**src/hw/rtl/ilte_pkg.sv**
```systemverilog
// ----------------------------------------------------------------------------
// ilte_pkg
// Shared types and constants for the indexed list table engine.
// ----------------------------------------------------------------------------
package ilte_pkg;

    localparam int DEPTH_DEF      = 16;
    localparam int DATA_WIDTH_DEF = 32;
    localparam int MODE_W         = 4;

    localparam logic [MODE_W-1:0] MODE_PUSH    = 4'd0;
    localparam logic [MODE_W-1:0] MODE_POP     = 4'd1;
    localparam logic [MODE_W-1:0] MODE_FRONT   = 4'd2;
    localparam logic [MODE_W-1:0] MODE_BACK    = 4'd3;
    localparam logic [MODE_W-1:0] MODE_READ_AT = 4'd4;
    localparam logic [MODE_W-1:0] MODE_INSERT  = 4'd5;
    localparam logic [MODE_W-1:0] MODE_ERASE   = 4'd6;
    localparam logic [MODE_W-1:0] MODE_FIND    = 4'd7;
    localparam logic [MODE_W-1:0] MODE_SWAP_V  = 4'd8;
    localparam logic [MODE_W-1:0] MODE_SWAP_I  = 4'd9;
    localparam logic [MODE_W-1:0] MODE_CLEAR   = 4'd10;

    typedef enum logic [2:0] {
        ST_OK      = 3'd0,
        ST_RANGE   = 3'd1,
        ST_EMPTY   = 3'd2,
        ST_FULL    = 3'd3,
        ST_MISSING = 3'd4
    } t_status;

    typedef struct packed {
        logic    found;
        t_status status;
    } t_flags;

    typedef enum logic [3:0] {
        S_IDLE,
        S_RDWAIT,
        S_INS,
        S_INS_PUT,
        S_WALK,
        S_SWV_A,
        S_SWV_B,
        S_SWI_1,
        S_SWI_2,
        S_SWI_3,
        S_DONE
    } t_state;

endpackage

```
**src/hw/rtl/ilte_mem.sv**
```systemverilog
// ----------------------------------------------------------------------------
// ilte_mem
// Entry store: one write port, one read port, registered read data.
// ----------------------------------------------------------------------------
module ilte_mem #(
    parameter int DEPTH      = 16,
    parameter int DATA_WIDTH = 32
) (
    input  logic                     i_clk,
    input  logic                     i_we,
    input  logic [$clog2(DEPTH)-1:0] i_waddr,
    input  logic [DATA_WIDTH-1:0]    i_wdata,
    input  logic                     i_re,
    input  logic [$clog2(DEPTH)-1:0] i_raddr,
    output logic [DATA_WIDTH-1:0]    o_rdata
);

    logic [DATA_WIDTH-1:0] r_mem [DEPTH];
    logic [DATA_WIDTH-1:0] r_rdata;

    always_ff @(posedge i_clk) begin
        if (i_we) begin
            r_mem[i_waddr] <= i_wdata;
        end
    end

    always_ff @(posedge i_clk) begin
        if (i_re) begin
            r_rdata <= r_mem[i_raddr];
        end
    end

    assign o_rdata = r_rdata;

endmodule

```
**src/hw/rtl/ilte_out_buf.sv**
```systemverilog
// ----------------------------------------------------------------------------
// ilte_out_buf
// Result register between the sequencer and the output channel.
// ----------------------------------------------------------------------------
module ilte_out_buf #(
    parameter int DATA_WIDTH = 32,
    parameter int CNT_W      = 5
) (
    input  logic                   i_clk,
    input  logic                   i_rst_n,
    input  logic                   i_valid,
    output logic                   o_ready,
    input  logic [DATA_WIDTH-1:0]  i_data,
    input  ilte_pkg::t_flags       i_flags,
    input  logic [CNT_W-1:0]       i_count,
    output logic                   o_valid,
    input  logic                   i_ready,
    output logic [DATA_WIDTH-1:0]  o_data,
    output ilte_pkg::t_flags       o_flags,
    output logic [CNT_W-1:0]       o_count
);

    import ilte_pkg::*;

    logic                  r_valid;
    logic [DATA_WIDTH-1:0] r_data;
    t_flags                r_flags;
    logic [CNT_W-1:0]      r_count;

    assign o_ready = !r_valid || i_ready;

    always_ff @(posedge i_clk) begin
        if (!i_rst_n) begin
            r_valid <= 1'b0;
        end else if (i_valid && o_ready) begin
            r_valid <= 1'b1;
        end else if (i_ready) begin
            r_valid <= 1'b0;
        end
    end

    always_ff @(posedge i_clk) begin
        if (i_valid && o_ready) begin
            r_data  <= i_data;
            r_flags <= i_flags;
            r_count <= i_count;
        end
    end

    assign o_valid = r_valid;
    assign o_data  = r_data;
    assign o_flags = r_flags;
    assign o_count = r_count;

endmodule

```
**src/hw/rtl/indexed_list_table_engine.sv**
```systemverilog
// Push, pop, clear, append, unused modes and rejected requests go straight to the result;
// front, back and read at wait for read data; erase, find and swap by value walk the list;
// a shifting insert moves entries down from the tail; swap by index reads both and writes
// them back. The next request is taken the cycle after the result register takes the
// current one; the single read port sets the walk length.
// Reset (synchronous, active low) empties the list and drops a pending result.
// ----------------------------------------------------------------------------
// indexed_list_table_engine
// Ordered list of up to DEPTH values kept in a memory, with a request sequencer.
// ----------------------------------------------------------------------------
module indexed_list_table_engine #(
    parameter int DEPTH      = ilte_pkg::DEPTH_DEF,
    parameter int DATA_WIDTH = ilte_pkg::DATA_WIDTH_DEF
) (
    input  logic                        i_clk,
    input  logic                        i_rst_n,
    input  logic                        i_in_valid,
    output logic                        o_in_ready,
    input  logic [ilte_pkg::MODE_W-1:0] i_mode,
    input  logic signed [$clog2(DEPTH):0] i_position,
    input  logic [$clog2(DEPTH)-1:0]    i_other_position,
    input  logic signed [DATA_WIDTH-1:0] i_value,
    input  logic signed [DATA_WIDTH-1:0] i_other_value,
    output logic                        o_out_valid,
    input  logic                        i_out_ready,
    output logic signed [DATA_WIDTH-1:0] o_read_value,
    output logic                        o_found,
    output logic [$clog2(DEPTH+1)-1:0]  o_count,
    output ilte_pkg::t_status           o_status
);

    import ilte_pkg::*;

    localparam int AW = $clog2(DEPTH);
    localparam int CW = $clog2(DEPTH + 1);

    t_state                r_state, n_state;
    logic [CW-1:0]         r_count, n_count;
    logic [MODE_W-1:0]     r_mode, n_mode;
    logic [AW-1:0]         r_pos, n_pos;
    logic [AW-1:0]         r_opos, n_opos;
    logic [DATA_WIDTH-1:0] r_val, n_val;
    logic [DATA_WIDTH-1:0] r_oval, n_oval;
    logic [AW-1:0]         r_idx, n_idx;
    logic [CW-1:0]         r_kept, n_kept;
    logic                  r_fa, n_fa;
    logic                  r_fb, n_fb;
    logic [AW-1:0]         r_ia, n_ia;
    logic [AW-1:0]         r_ib, n_ib;
    logic [DATA_WIDTH-1:0] r_tmp, n_tmp;
    logic [DATA_WIDTH-1:0] r_res_data, n_res_data;
    t_flags                r_res_flags, n_res_flags;

    logic                  mem_we, mem_re;
    logic [AW-1:0]         mem_waddr, mem_raddr;
    logic [DATA_WIDTH-1:0] mem_wdata, mem_rdata;

    logic                  res_valid, res_ready;
    t_flags                out_flags;

    logic                  accept;
    logic                  pos_neg, pos_last, pos_lt_cnt, pos_le_cnt, opos_lt_cnt;
    logic [AW-1:0]         pos_idx, last_idx;
    logic [CW-1:0]         pos_ext, cnt_m1;
    logic                  is_full, is_empty;
    logic                  rdat_ok, ins_ok, ins_append, swi_ok;
    logic                  w_last, w_hit_a, w_hit_b, w_fa, w_fb;
    logic [CW-1:0]         w_kept;

    assign o_in_ready = (r_state == S_IDLE);
    assign accept     = i_in_valid && o_in_ready;

    assign pos_neg     = i_position[AW];
    assign pos_last    = (i_position == '1);
    assign pos_idx     = i_position[AW-1:0];
    assign pos_ext     = CW'(pos_idx);
    assign pos_lt_cnt  = !pos_neg && (pos_ext < r_count);
    assign pos_le_cnt  = !pos_neg && (pos_ext <= r_count);
    assign opos_lt_cnt = (CW'(i_other_position) < r_count);
    assign is_full     = (r_count == CW'(DEPTH));
    assign is_empty    = (r_count == '0);
    assign cnt_m1      = r_count - CW'(1);
    assign last_idx    = cnt_m1[AW-1:0];
    assign rdat_ok     = pos_last ? !is_empty : pos_lt_cnt;
    assign ins_ok      = !is_full && pos_le_cnt;
    assign ins_append  = (pos_ext == r_count);
    assign swi_ok      = pos_lt_cnt && opos_lt_cnt;

    // walk: read data for entry r_idx arrives this cycle
    assign w_last  = (CW'(r_idx) == cnt_m1);
    assign w_hit_a = (mem_rdata == r_val);
    assign w_hit_b = (mem_rdata == r_oval);
    assign w_fa    = r_fa || w_hit_a;
    assign w_fb    = r_fb || w_hit_b;
    assign w_kept  = w_hit_a ? r_kept : r_kept + CW'(1);

    always_comb begin
        n_state = r_state;
        case (r_state)
            S_IDLE: begin
                if (accept) begin
                    n_state = S_DONE;
                    case (i_mode)
                        MODE_FRONT, MODE_BACK: if (!is_empty) n_state = S_RDWAIT;
                        MODE_READ_AT: if (rdat_ok) n_state = S_RDWAIT;
                        MODE_INSERT: if (ins_ok && !ins_append) n_state = S_INS;
                        MODE_ERASE, MODE_FIND, MODE_SWAP_V: if (!is_empty) n_state = S_WALK;
                        MODE_SWAP_I: if (swi_ok) n_state = S_SWI_1;
                        default: n_state = S_DONE;
                    endcase
                end
            end
            S_RDWAIT:  n_state = S_DONE;
            S_INS:     if (r_idx == r_pos) n_state = S_INS_PUT;
            S_INS_PUT: n_state = S_DONE;
            S_WALK: begin
                if (w_last) begin
                    if (r_mode == MODE_SWAP_V && w_fa && w_fb) n_state = S_SWV_A;
                    else n_state = S_DONE;
                end
            end
            S_SWV_A:   n_state = S_SWV_B;
            S_SWV_B:   n_state = S_DONE;
            S_SWI_1:   n_state = S_SWI_2;
            S_SWI_2:   n_state = S_SWI_3;
            S_SWI_3:   n_state = S_DONE;
            S_DONE:    if (res_ready) n_state = S_IDLE;
            default:   n_state = S_IDLE;
        endcase
    end

    always_comb begin
        mem_we      = 1'b0;
        mem_waddr   = r_pos;
        mem_wdata   = r_val;
        mem_re      = 1'b0;
        mem_raddr   = r_pos;
        res_valid   = 1'b0;
        n_count     = r_count;
        n_mode      = r_mode;
        n_pos       = r_pos;
        n_opos      = r_opos;
        n_val       = r_val;
        n_oval      = r_oval;
        n_idx       = r_idx;
        n_kept      = r_kept;
        n_fa        = r_fa;
        n_fb        = r_fb;
        n_ia        = r_ia;
        n_ib        = r_ib;
        n_tmp       = r_tmp;
        n_res_data  = r_res_data;
        n_res_flags = r_res_flags;
        case (r_state)
            S_IDLE: begin
                if (accept) begin
                    n_mode             = i_mode;
                    n_pos              = pos_idx;
                    n_opos             = i_other_position;
                    n_val              = i_value;
                    n_oval             = i_other_value;
                    n_idx              = '0;
                    n_kept             = '0;
                    n_fa               = 1'b0;
                    n_fb               = 1'b0;
                    n_res_data         = '0;
                    n_res_flags.found  = 1'b0;
                    n_res_flags.status = ST_OK;
                    mem_wdata          = i_value;
                    case (i_mode)
                        MODE_PUSH: begin
                            if (is_full) begin
                                n_res_flags.status = ST_FULL;
                            end else begin
                                mem_we    = 1'b1;
                                mem_waddr = r_count[AW-1:0];
                                n_count   = r_count + CW'(1);
                            end
                        end
                        MODE_POP: begin
                            if (is_empty) n_res_flags.status = ST_EMPTY;
                            else n_count = cnt_m1;
                        end
                        MODE_FRONT, MODE_BACK: begin
                            if (is_empty) begin
                                n_res_flags.status = ST_EMPTY;
                            end else begin
                                mem_re    = 1'b1;
                                mem_raddr = (i_mode == MODE_FRONT) ? '0 : last_idx;
                            end
                        end
                        MODE_READ_AT: begin
                            if (!rdat_ok) begin
                                n_res_flags.status = pos_last ? ST_EMPTY : ST_RANGE;
                            end else begin
                                mem_re    = 1'b1;
                                mem_raddr = pos_last ? last_idx : pos_idx;
                            end
                        end
                        MODE_INSERT: begin
                            if (is_full) begin
                                n_res_flags.status = ST_FULL;
                            end else if (!pos_le_cnt) begin
                                n_res_flags.status = ST_RANGE;
                            end else if (ins_append) begin
                                mem_we    = 1'b1;
                                mem_waddr = pos_idx;
                                n_count   = r_count + CW'(1);
                            end else begin
                                // shift down from the tail, one entry a cycle
                                mem_re    = 1'b1;
                                mem_raddr = last_idx;
                                n_idx     = last_idx;
                            end
                        end
                        MODE_ERASE, MODE_FIND, MODE_SWAP_V: begin
                            if (is_empty) begin
                                n_res_flags.status = ST_MISSING;
                            end else begin
                                mem_re    = 1'b1;
                                mem_raddr = '0;
                            end
                        end
                        MODE_SWAP_I: begin
                            if (!swi_ok) begin
                                n_res_flags.status = ST_RANGE;
                            end else begin
                                mem_re    = 1'b1;
                                mem_raddr = pos_idx;
                            end
                        end
                        MODE_CLEAR: n_count = '0;
                        default: n_count = r_count;
                    endcase
                end
            end
            S_RDWAIT: n_res_data = mem_rdata;
            S_INS: begin
                mem_we    = 1'b1;
                mem_waddr = r_idx + AW'(1);
                mem_wdata = mem_rdata;
                if (r_idx != r_pos) begin
                    mem_re    = 1'b1;
                    mem_raddr = r_idx - AW'(1);
                    n_idx     = r_idx - AW'(1);
                end
            end
            S_INS_PUT: begin
                mem_we    = 1'b1;
                mem_waddr = r_pos;
                mem_wdata = r_val;
                n_count   = r_count + CW'(1);
            end
            S_WALK: begin
                n_fa = w_fa;
                n_fb = w_fb;
                if (!r_fa && w_hit_a) n_ia = r_idx;
                if (!r_fb && w_hit_b) n_ib = r_idx;
                if (r_mode == MODE_ERASE) begin
                    // compact survivors; write slot never passes the read slot
                    n_kept = w_kept;
                    if (!w_hit_a) begin
                        mem_we    = 1'b1;
                        mem_waddr = r_kept[AW-1:0];
                        mem_wdata = mem_rdata;
                    end
                end
                if (!w_last) begin
                    mem_re    = 1'b1;
                    mem_raddr = r_idx + AW'(1);
                    n_idx     = r_idx + AW'(1);
                end else if (r_mode == MODE_SWAP_V) begin
                    n_res_flags.status = (w_fa && w_fb) ? ST_OK : ST_MISSING;
                end else begin
                    n_res_flags.found  = w_fa;
                    n_res_flags.status = w_fa ? ST_OK : ST_MISSING;
                    if (r_mode == MODE_ERASE) n_count = w_kept;
                end
            end
            S_SWV_A: begin
                mem_we    = 1'b1;
                mem_waddr = r_ia;
                mem_wdata = r_oval;
            end
            S_SWV_B: begin
                mem_we    = 1'b1;
                mem_waddr = r_ib;
                mem_wdata = r_val;
            end
            S_SWI_1: begin
                n_tmp     = mem_rdata;
                mem_re    = 1'b1;
                mem_raddr = r_opos;
            end
            S_SWI_2: begin
                mem_we    = 1'b1;
                mem_waddr = r_pos;
                mem_wdata = mem_rdata;
            end
            S_SWI_3: begin
                mem_we    = 1'b1;
                mem_waddr = r_opos;
                mem_wdata = r_tmp;
            end
            S_DONE: res_valid = 1'b1;
            default: res_valid = 1'b0;
        endcase
    end

    always_ff @(posedge i_clk) begin
        if (!i_rst_n) begin
            r_state <= S_IDLE;
            r_count <= '0;
        end else begin
            r_state <= n_state;
            r_count <= n_count;
        end
    end

    always_ff @(posedge i_clk) begin
        r_mode      <= n_mode;
        r_pos       <= n_pos;
        r_opos      <= n_opos;
        r_val       <= n_val;
        r_oval      <= n_oval;
        r_idx       <= n_idx;
        r_kept      <= n_kept;
        r_fa        <= n_fa;
        r_fb        <= n_fb;
        r_ia        <= n_ia;
        r_ib        <= n_ib;
        r_tmp       <= n_tmp;
        r_res_data  <= n_res_data;
        r_res_flags <= n_res_flags;
    end

    ilte_mem #(
        .DEPTH      (DEPTH),
        .DATA_WIDTH (DATA_WIDTH)
    ) u_mem (
        .i_clk   (i_clk),
        .i_we    (mem_we),
        .i_waddr (mem_waddr),
        .i_wdata (mem_wdata),
        .i_re    (mem_re),
        .i_raddr (mem_raddr),
        .o_rdata (mem_rdata)
    );

    ilte_out_buf #(
        .DATA_WIDTH (DATA_WIDTH),
        .CNT_W      (CW)
    ) u_out_buf (
        .i_clk   (i_clk),
        .i_rst_n (i_rst_n),
        .i_valid (res_valid),
        .o_ready (res_ready),
        .i_data  (r_res_data),
        .i_flags (r_res_flags),
        .i_count (r_count),
        .o_valid (o_out_valid),
        .i_ready (i_out_ready),
        .o_data  (o_read_value),
        .o_flags (out_flags),
        .o_count (o_count)
    );

    assign o_found  = out_flags.found;
    assign o_status = out_flags.status;

endmodule

```
**config.mk**
```make
export PLATFORM = sky130hd
export DESIGN_NAME = indexed_list_table_engine
export DESIGN_NICKNAME = d
export VERILOG_FILES = /design/src/hw/rtl/ilte_pkg.sv /design/src/hw/rtl/ilte_mem.sv /design/src/hw/rtl/ilte_out_buf.sv /design/src/hw/rtl/indexed_list_table_engine.sv
export SDC_FILE = /design/constraint.sdc
export NUM_CORES = 1
export LEC_CHECK = 0
export BUFFER_PORTS_ARGS = -buffer_cell sky130_fd_sc_hd__buf_2
export CELL_PAD_IN_SITES_DETAIL_PLACEMENT = 0
export CELL_PAD_IN_SITES_GLOBAL_PLACEMENT = 1
export CORE_UTILIZATION = 55
export CTS_BUF_LIST = sky130_fd_sc_hd__clkbuf_2
export DETAILED_ROUTE_END_ITERATION = 16
export PLACE_DENSITY = 0.87
export SYNTH_ARGS = -nofsm -noshare
export SYNTH_HDL_FRONTEND = slang
export SYNTH_SLANG_ARGS = --single-unit
```
**constraint.sdc**
```tcl
create_clock -name i_clk -period 5.54 [get_ports i_clk]
set_input_delay 1.108 -clock i_clk [delete_from_list [all_inputs] [get_ports i_clk]]
set_output_delay 1.108 -clock i_clk [all_outputs]
set_load 0.01 [all_outputs]
```
==> results of run 1 <==
[metrics by stage]
| step | utilization [%] | hold WS, ns | instances |
|---|---|---|---|
| 4_1_cts | 63.51 | 0.1438 | 3286 |
| 6_report | 63.52 | 0.3222 | 3289 |
| 3_3_place_gp | 59.41 | 0.4014 | 2895 |
| 5_1_grt | 63.52 | 0.1981 | 3289 |
| 3_5_place_dp | 59.41 | 0.4045 | 2895 |
| 2_1_floorplan | - | 0.4003 | 2064 |
[per-layer routing]
metal	global-route usage [%]	part of all wire, %
met1	40.38	40
met2	45.51	47
met3	6.392	10
met4	12.06	3.3
met5	0	0
[cell type report]
cell class	instances	area share, %
clock buffer	258	3.584
multi-input combinational	1169	23.96
inverter	25	0.2605
tap	756	2.626
antenna	3	0.02084
timing repair buffer	265	5.939
clock inverter	55	0.7016
sequential	758	62.91
[cells by family (layout without fill, tap and decap cells)]
kind of cell | after synthesis | count (layout) | synth area share (%)
multiplexers | 258 | 258 | 8.270
buffers and inverters | 137 | 603 | 1.945
AO/OA/AOI/OAI | 317 | 317 | 7.524
other | 0 | 3 | 0
flip-flops | 758 | 758 | 71.46
adder cells (fa/ha/maj) | 12 | 12 | 0.4734
AND/OR/NAND/NOR | 494 | 494 | 7.855
XOR/XNOR | 88 | 88 | 2.474
[worst max-delay path by stage]
| stage | end | slack [ns] | cells after the start |
|---|---|---|---|
| after detailed placement | u_mem.o_rdata[7]$_DFFE_PP_ | 0.47 | 13 |
| after global placement | u_mem.o_rdata[19]$_DFFE_PP_ | 0.59 | 13 |
| after CTS | u_mem.o_rdata[7]$_DFFE_PP_ | 0.74 | 13 |
| after floorplan | u_mem.r_mem[13][0]$_DFFE_PP_ | 0.71 | 10 |
| after global routing | u_mem.o_rdata[7]$_DFFE_PP_ | 0.39 | 13 |
| final | u_mem.o_rdata[5]$_DFFE_PP_ | 0.68 | 13 |
[placed cells by master (no fill, tap or decap), drive strengths merged, types with 46 or more instances in the layout]
| cell | count |
|---|---|
| nand3 | 52 |
| clkbuf | 258 |
| xor2 | 46 |
| dlygate4sd3 | 78 |
| edfxtp | 748 |
| buf | 187 |
| mux2i | 226 |
| nand2 | 198 |
| o22ai | 100 |
| nor2 | 64 |
| clkinv | 49 |
[where the power goes]
| part | leakage, nW | switching [W] | internal (W) |
|---|---|---|---|
| combinational | 5.00 | 0.00606 | 0.00290 |
| clock | 1.20 | 0.00218 | 0.00129 |
| sequential | 6.96 | 0.000881 | 0.00950 |
| total | 13.2 | 0.00912 | 0.0137 |
[flip-flops by register name, indices dropped and copies added, names as in the netlist, 4 cells and up]
name               flops
r_state                4
u_out_buf.o_count      5
u_mem.o_rdata         32
r_ib                   4
r_mode                 4
r_val                 32
r_idx                  4
r_pos                  4
r_res_flags            4
r_ia                   4
r_oval                32
r_tmp                 32
u_out_buf.o_flags      4
u_out_buf.o_data      32
u_mem.r_mem          512
r_count                5
r_opos                 4
r_kept                 5
r_res_data            32
[worst register-to-register path: cells and delay by family, from the launching register on]
| kind | cells | cell delay (ns) |
|---|---|---|
| compound gates | 5 | 1.27 |
| fa+ha+maj | 1 | 0.41 |
| buf+inv | 3 | 0.93 |
| flops | 1 | 0.68 |
| mux | 1 | 0.37 |
| simple gates | 3 | 0.96 |
[repair_timing]
action | CTS | global route
endpoints found under the hold margin | 82 | 0
hold buffers | 78 | 0
gates resized for setup | 0 | 0
setup endpoints to repair | 0 | 0
==> qor.yml, run 1 <==
placement:
  io_buffers: 123
  gp_congestion: 0.9443
  post-place-ws_ns: 0.4723
  post-dp-hpwl_um: 51690
  dpl_cell_area_um2: 33690
cells_and_area:
  area_delta_synth_final_pct: 13.59
  final_nets: 2492
  nFillCells: 4006
  drive_above_1_share_pct: 21.78
  stdcell_area_um2: 36020
  multiInputGateArea_um2: 8631
  seq_area_um2: 22660
setup_path:
  r2r_cells: 13
  critPathMaxFanout: 50
  cp_num_buf_inv: 3
  startpoint_type: "flip-flop"
  path_cells: "inv_1 > ha_1 > and3_4 > a221oi_4 > o21a_1 > a311oi_1 > nor3_1 > o311ai_4 > buf_12 > buf_12 > mux2i_1 > o22ai_1 > or4_1"
  reg2reg_to: "u_mem.o_rdata[5]$_DFFE_PP_"
  regToRegStartpoint: "r_count[2]$_SDFFE_PN0P_"
  cp_slowest_cell: "dfxtp_1"
  crit_top_cell: "buf_12"
  critPathKind: "flip-flop to flip-flop"
  cp-end-kind: "flip-flop"
  cp_top_family: "compound AO/OA/AOI/OAI gates"
  worst_ep_arrival_time_ns: 5.98
  required_ns: 6.67
  reg2reg_slack_ns: 0.68
  timing.critical_path.from: "r_count[2]$_SDFFE_PN0P_"
  cp_slowest_stage_delay_ns: 0.68
grt:
  grt_pass1_wl_um: 126600
  grt_pass1_vias: 20370
  grt_max_degree: 68
  gr-total-overflow: 0
  grt_usage_pct: 29.32
  antenna_found_initial: 6
synth:
  syn_inst: 2064
  ys_seq_area_share_pct: 71.46
  synthTopCellsByArea: "edfxtp_1, mux2i_1, nand2_1"
  synth_edf_count: 748
  synth_nets: 2157
  synth_top_area_share_pct: 70.83
  yosysWarningCount: 0
  ys.flop_type: "edfxtp_1"
  synthDistinctLibCells: 95
  synth_common_cells: "edfxtp_1, mux2i_1, nand2_1"
  async_reset_ff_share_pct: 0
  synth-seq-cells: 758
  synth.most_common_cell: "edfxtp_1"
  synth_area_per_cell_um2: 15.36
  syn_area_um2: 31710
  synth_area_leader_cell: "edfxtp_1"
job:
  cap_violations: 0
clock_network:
  ctsRootBufferMaster: "clkbuf_2"
  insertion_delay_ns: 1.42
  numClockSinks: 758
  h-tree-depth: 4
  cts.repair_timing.setup_buffer_count: 0
  cts_tree: "yes"
  cts_buffers: 180
  clockBufferDepth: 3
  clk_pin_slew_ns: 0.14
detailed_routing:
  first_pass_iters: 11
  routed_wirelength_um: 85920
  drc: 0
  ant_nets: 0
  num_vias: 20720
  drtIter0Drc: 2753
  wl_per_cell_um: 26.12
  vias_per_cell: 6.298
outcome:
  status: "completed"
sta:
  layout_worst_path_cycle_share_pct: 87.71
  fin_crit_ns: 4.859
  skew_ns: 0.1272
  fin_tns_setup_ns: 0
  setup_slack_ns: 0.6806
  finalMaxSlewViolations: 0
  fmax_ghz: 0.2058
  hold_violations: 0
  setup_violations: 0
  relSlewSlack_pct: 10.79
  rsz0062_at_grt: "false"
  worstMarginPinSlew_ns: 1.333
floorplanning:
  fp.dieW_um: 242.1
  die_area_um2: 58620
  rows: 87
  start_util_pct: 55.92
  die_h_um: 242.1
  coreArea_um2: 56710
  ios: 124
min_path:
  holdPathStages: 3
  holdPathEnd: "r_res_flags[3]$_SDFFCE_PN0P_"
  hold_path_class: "primary input to flip-flop"
  worstHoldStart: "i_in_valid"
power:
  peakVddDrop_mv: 0.3520
  p_total_w: 0.02282
  leakage_nw: 13.15
  cellPowerDensity_nw_per_um2: 633.6
No activity file was read; power rests on OpenSTA's default activity.
==> run 2, diff against run 1 <==
==> constraint.sdc (replaced) <==
create_clock -name i_clk -period 5.2 [get_ports i_clk]
set_input_delay 1.04 -clock i_clk [delete_from_list [all_inputs] [get_ports i_clk]]
set_output_delay 1.04 -clock i_clk [all_outputs]
set_load 0.01 [all_outputs]
==> qor.yml, run 2 (synthesis gave the netlist of run 1 again) <==
outcome:
  status: "completed"
sta:
  rsz0062_at_grt: "false"
  hold_violations: 0
  relSlewSlack_pct: 11.26
  finalMaxSlewViolations: 0
  fmax_ghz: 0.2087
  worstMarginPinSlew_ns: 1.326
  skew_ns: 0.08873
  fin_tns_setup_ns: 0
  setup_violations: 0
  layout_worst_path_cycle_share_pct: 92.16
  fin_crit_ns: 4.792
clock_network:
  h-tree-depth: 4
  cts.repair_timing.setup_buffer_count: 0
  insertion_delay_ns: 1.39
  ctsRootBufferMaster: "clkbuf_2"
  cts_tree: "yes"
  clk_pin_slew_ns: 0.11
  numClockSinks: 758
  clockBufferDepth: 3
  cts_buffers: 178
min_path:
  hold_path_class: "primary input to flip-flop"
  worstHoldStart: "i_in_valid"
  holdPathStages: 3
setup_path:
  critPathKind: "flip-flop to flip-flop"
  startpoint_type: "flip-flop"
  critPathMaxFanout: 67
  worst_ep_arrival_time_ns: 5.88
  cp_slowest_cell: "dfxtp_1"
  regToRegStartpoint: "r_count[3]$_SDFFE_PN0P_"
  cp_slowest_stage_delay_ns: 0.64
  timing.critical_path.from: "r_count[3]$_SDFFE_PN0P_"
  path_cells: "inv_1 > ha_1 > and3_4 > a221oi_4 > o21a_1 > a311oi_1 > nor3_1 > o311ai_4 > buf_12 > buf_12 > mux2_2 > a2bb2oi_1 > or4b_1"
  r2r_cells: 13
  crit_top_cell: "buf_12"
  cp-end-kind: "flip-flop"
  required_ns: 6.29
placement:
  io_buffers: 123
  gp_congestion: 0.9693
  dpl_cell_area_um2: 33820
  post-dp-hpwl_um: 52370
grt:
  met3_usage_pct: 7.422
  grt_pass1_vias: 20600
  grt_max_degree: 68
  gr-total-overflow: 0
  met2_usage_pct: 45.72
  grtUsageMet1_pct: 39.34
  grt_usage_pct: 29.32
  top_usage_layer: "met2"
  antenna_found_initial: 3
  grt_pass1_wl_um: 126100
floorplanning:
  ios: 124
  start_util_pct: 55.92
  die_h_um: 242.1
  die_area_um2: 58620
  coreArea_um2: 56710
  rows: 87
  fp.dieW_um: 242.1
job:
  cap_violations: 0
detailed_routing:
  routed_wirelength_um: 85930
  drc: 0
  ant_nets: 0
  wl_per_cell_um: 25.91
  first_pass_iters: 9
  drtIter0Drc: 2673
  vias_per_cell: 6.233
  num_vias: 20670
cells_and_area:
  stdcell_area_um2: 36210
  nFillCells: 4000
  drive_above_1_share_pct: 22.58
  largest_reg_flops: 512
  area_delta_synth_final_pct: 14.17
  final_nets: 2511
  seq_area_um2: 22660
  mostFrequentLayoutCell: "edfxtp_1"
  mostFrequentLayoutCells: "edfxtp_1, clkbuf_2, mux2i_1"
  multiInputGateArea_um2: 8631
  top_register: "u_mem.r_mem"
power:
  cellPowerDensity_nw_per_um2: 676.2
  leakage_nw: 13.27
  peakVddDrop_mv: 0.4171
  p_total_w: 0.02448
run 2: cell types whose count changed in the layout (fill, tap and decap cells not counted), sizes merged:
cell      previous run  this run
diode                3         6
buf                187       208
inv                 29        30
clkinvlp             1         2
clkinv              49        50
bufinv               1         2
run 2: final timing paths:
check | endpoint | slack [ns]
min reg2reg | u_out_buf.o_data[28]$_DFFE_PP_ | 0.42
min | r_state[0]$_SDFFE_PN0P_ | 0.29
max reg2reg | u_mem.o_rdata[13]$_DFFE_PP_ | 0.41
max | u_mem.o_rdata[13]$_DFFE_PP_ | 0.41
run 2: metal layers:
layer	share of wire (%)	vias up
li1	-	8963
met5	0	-
met1	39	10030
met4	2.9	0
met2	47	1491
met3	11	194
run 2: metrics by stage:
step / setup slack, ns / std cells / hold WS, ns / utilization, %
after floorplan: 0.4379 / 2064 / 0.4003 / -
after global placement: 0.3173 / 2916 / 0.4008 / 59.64
after detailed placement: 0.2208 / 2916 / 0.4045 / 59.64
after CTS: 0.4737 / 3311 / 0.1244 / 63.82
after global routing: 0.1621 / 3316 / 0.1776 / 63.84
final: 0.4077 / 3317 / 0.2917 / 63.84
run 2: cell type report:
type / instances / share of cell area (%)
clock buffer: 258 / 3.566
multi-input combinational: 1169 / 23.84
timing repair buffer: 286 / 6.275
tap: 756 / 2.612
clock inverter: 59 / 0.8190
inverter: 25 / 0.2592
antenna: 6 / 0.04147
sequential: 758 / 62.59
run 2: where the power goes:
| part | total (W) | switching [W] | internal, W |
|---|---|---|---|
| Sequential | 0.0110 | 0.000911 | 0.0101 |
| Combinational | 0.00970 | 0.00652 | 0.00318 |
| Clock | 0.00375 | 0.00232 | 0.00143 |
| Total | 0.0245 | 0.00975 | 0.0147 |
run 2: what timing repair did:
item,CTS,global route
resized for setup,0,0
hold buffers,78,0
endpoints found under the hold margin,83,0
run 2: worst max-delay path, delay by kind of cell, from the launching register on:
kind | cells | cell delay [ns]
compound gates | 5 | 1.28
fa+ha+maj | 1 | 0.44
mux | 1 | 0.39
buf+inv | 3 | 0.84
simple gates | 3 | 0.87
flops | 1 | 0.64
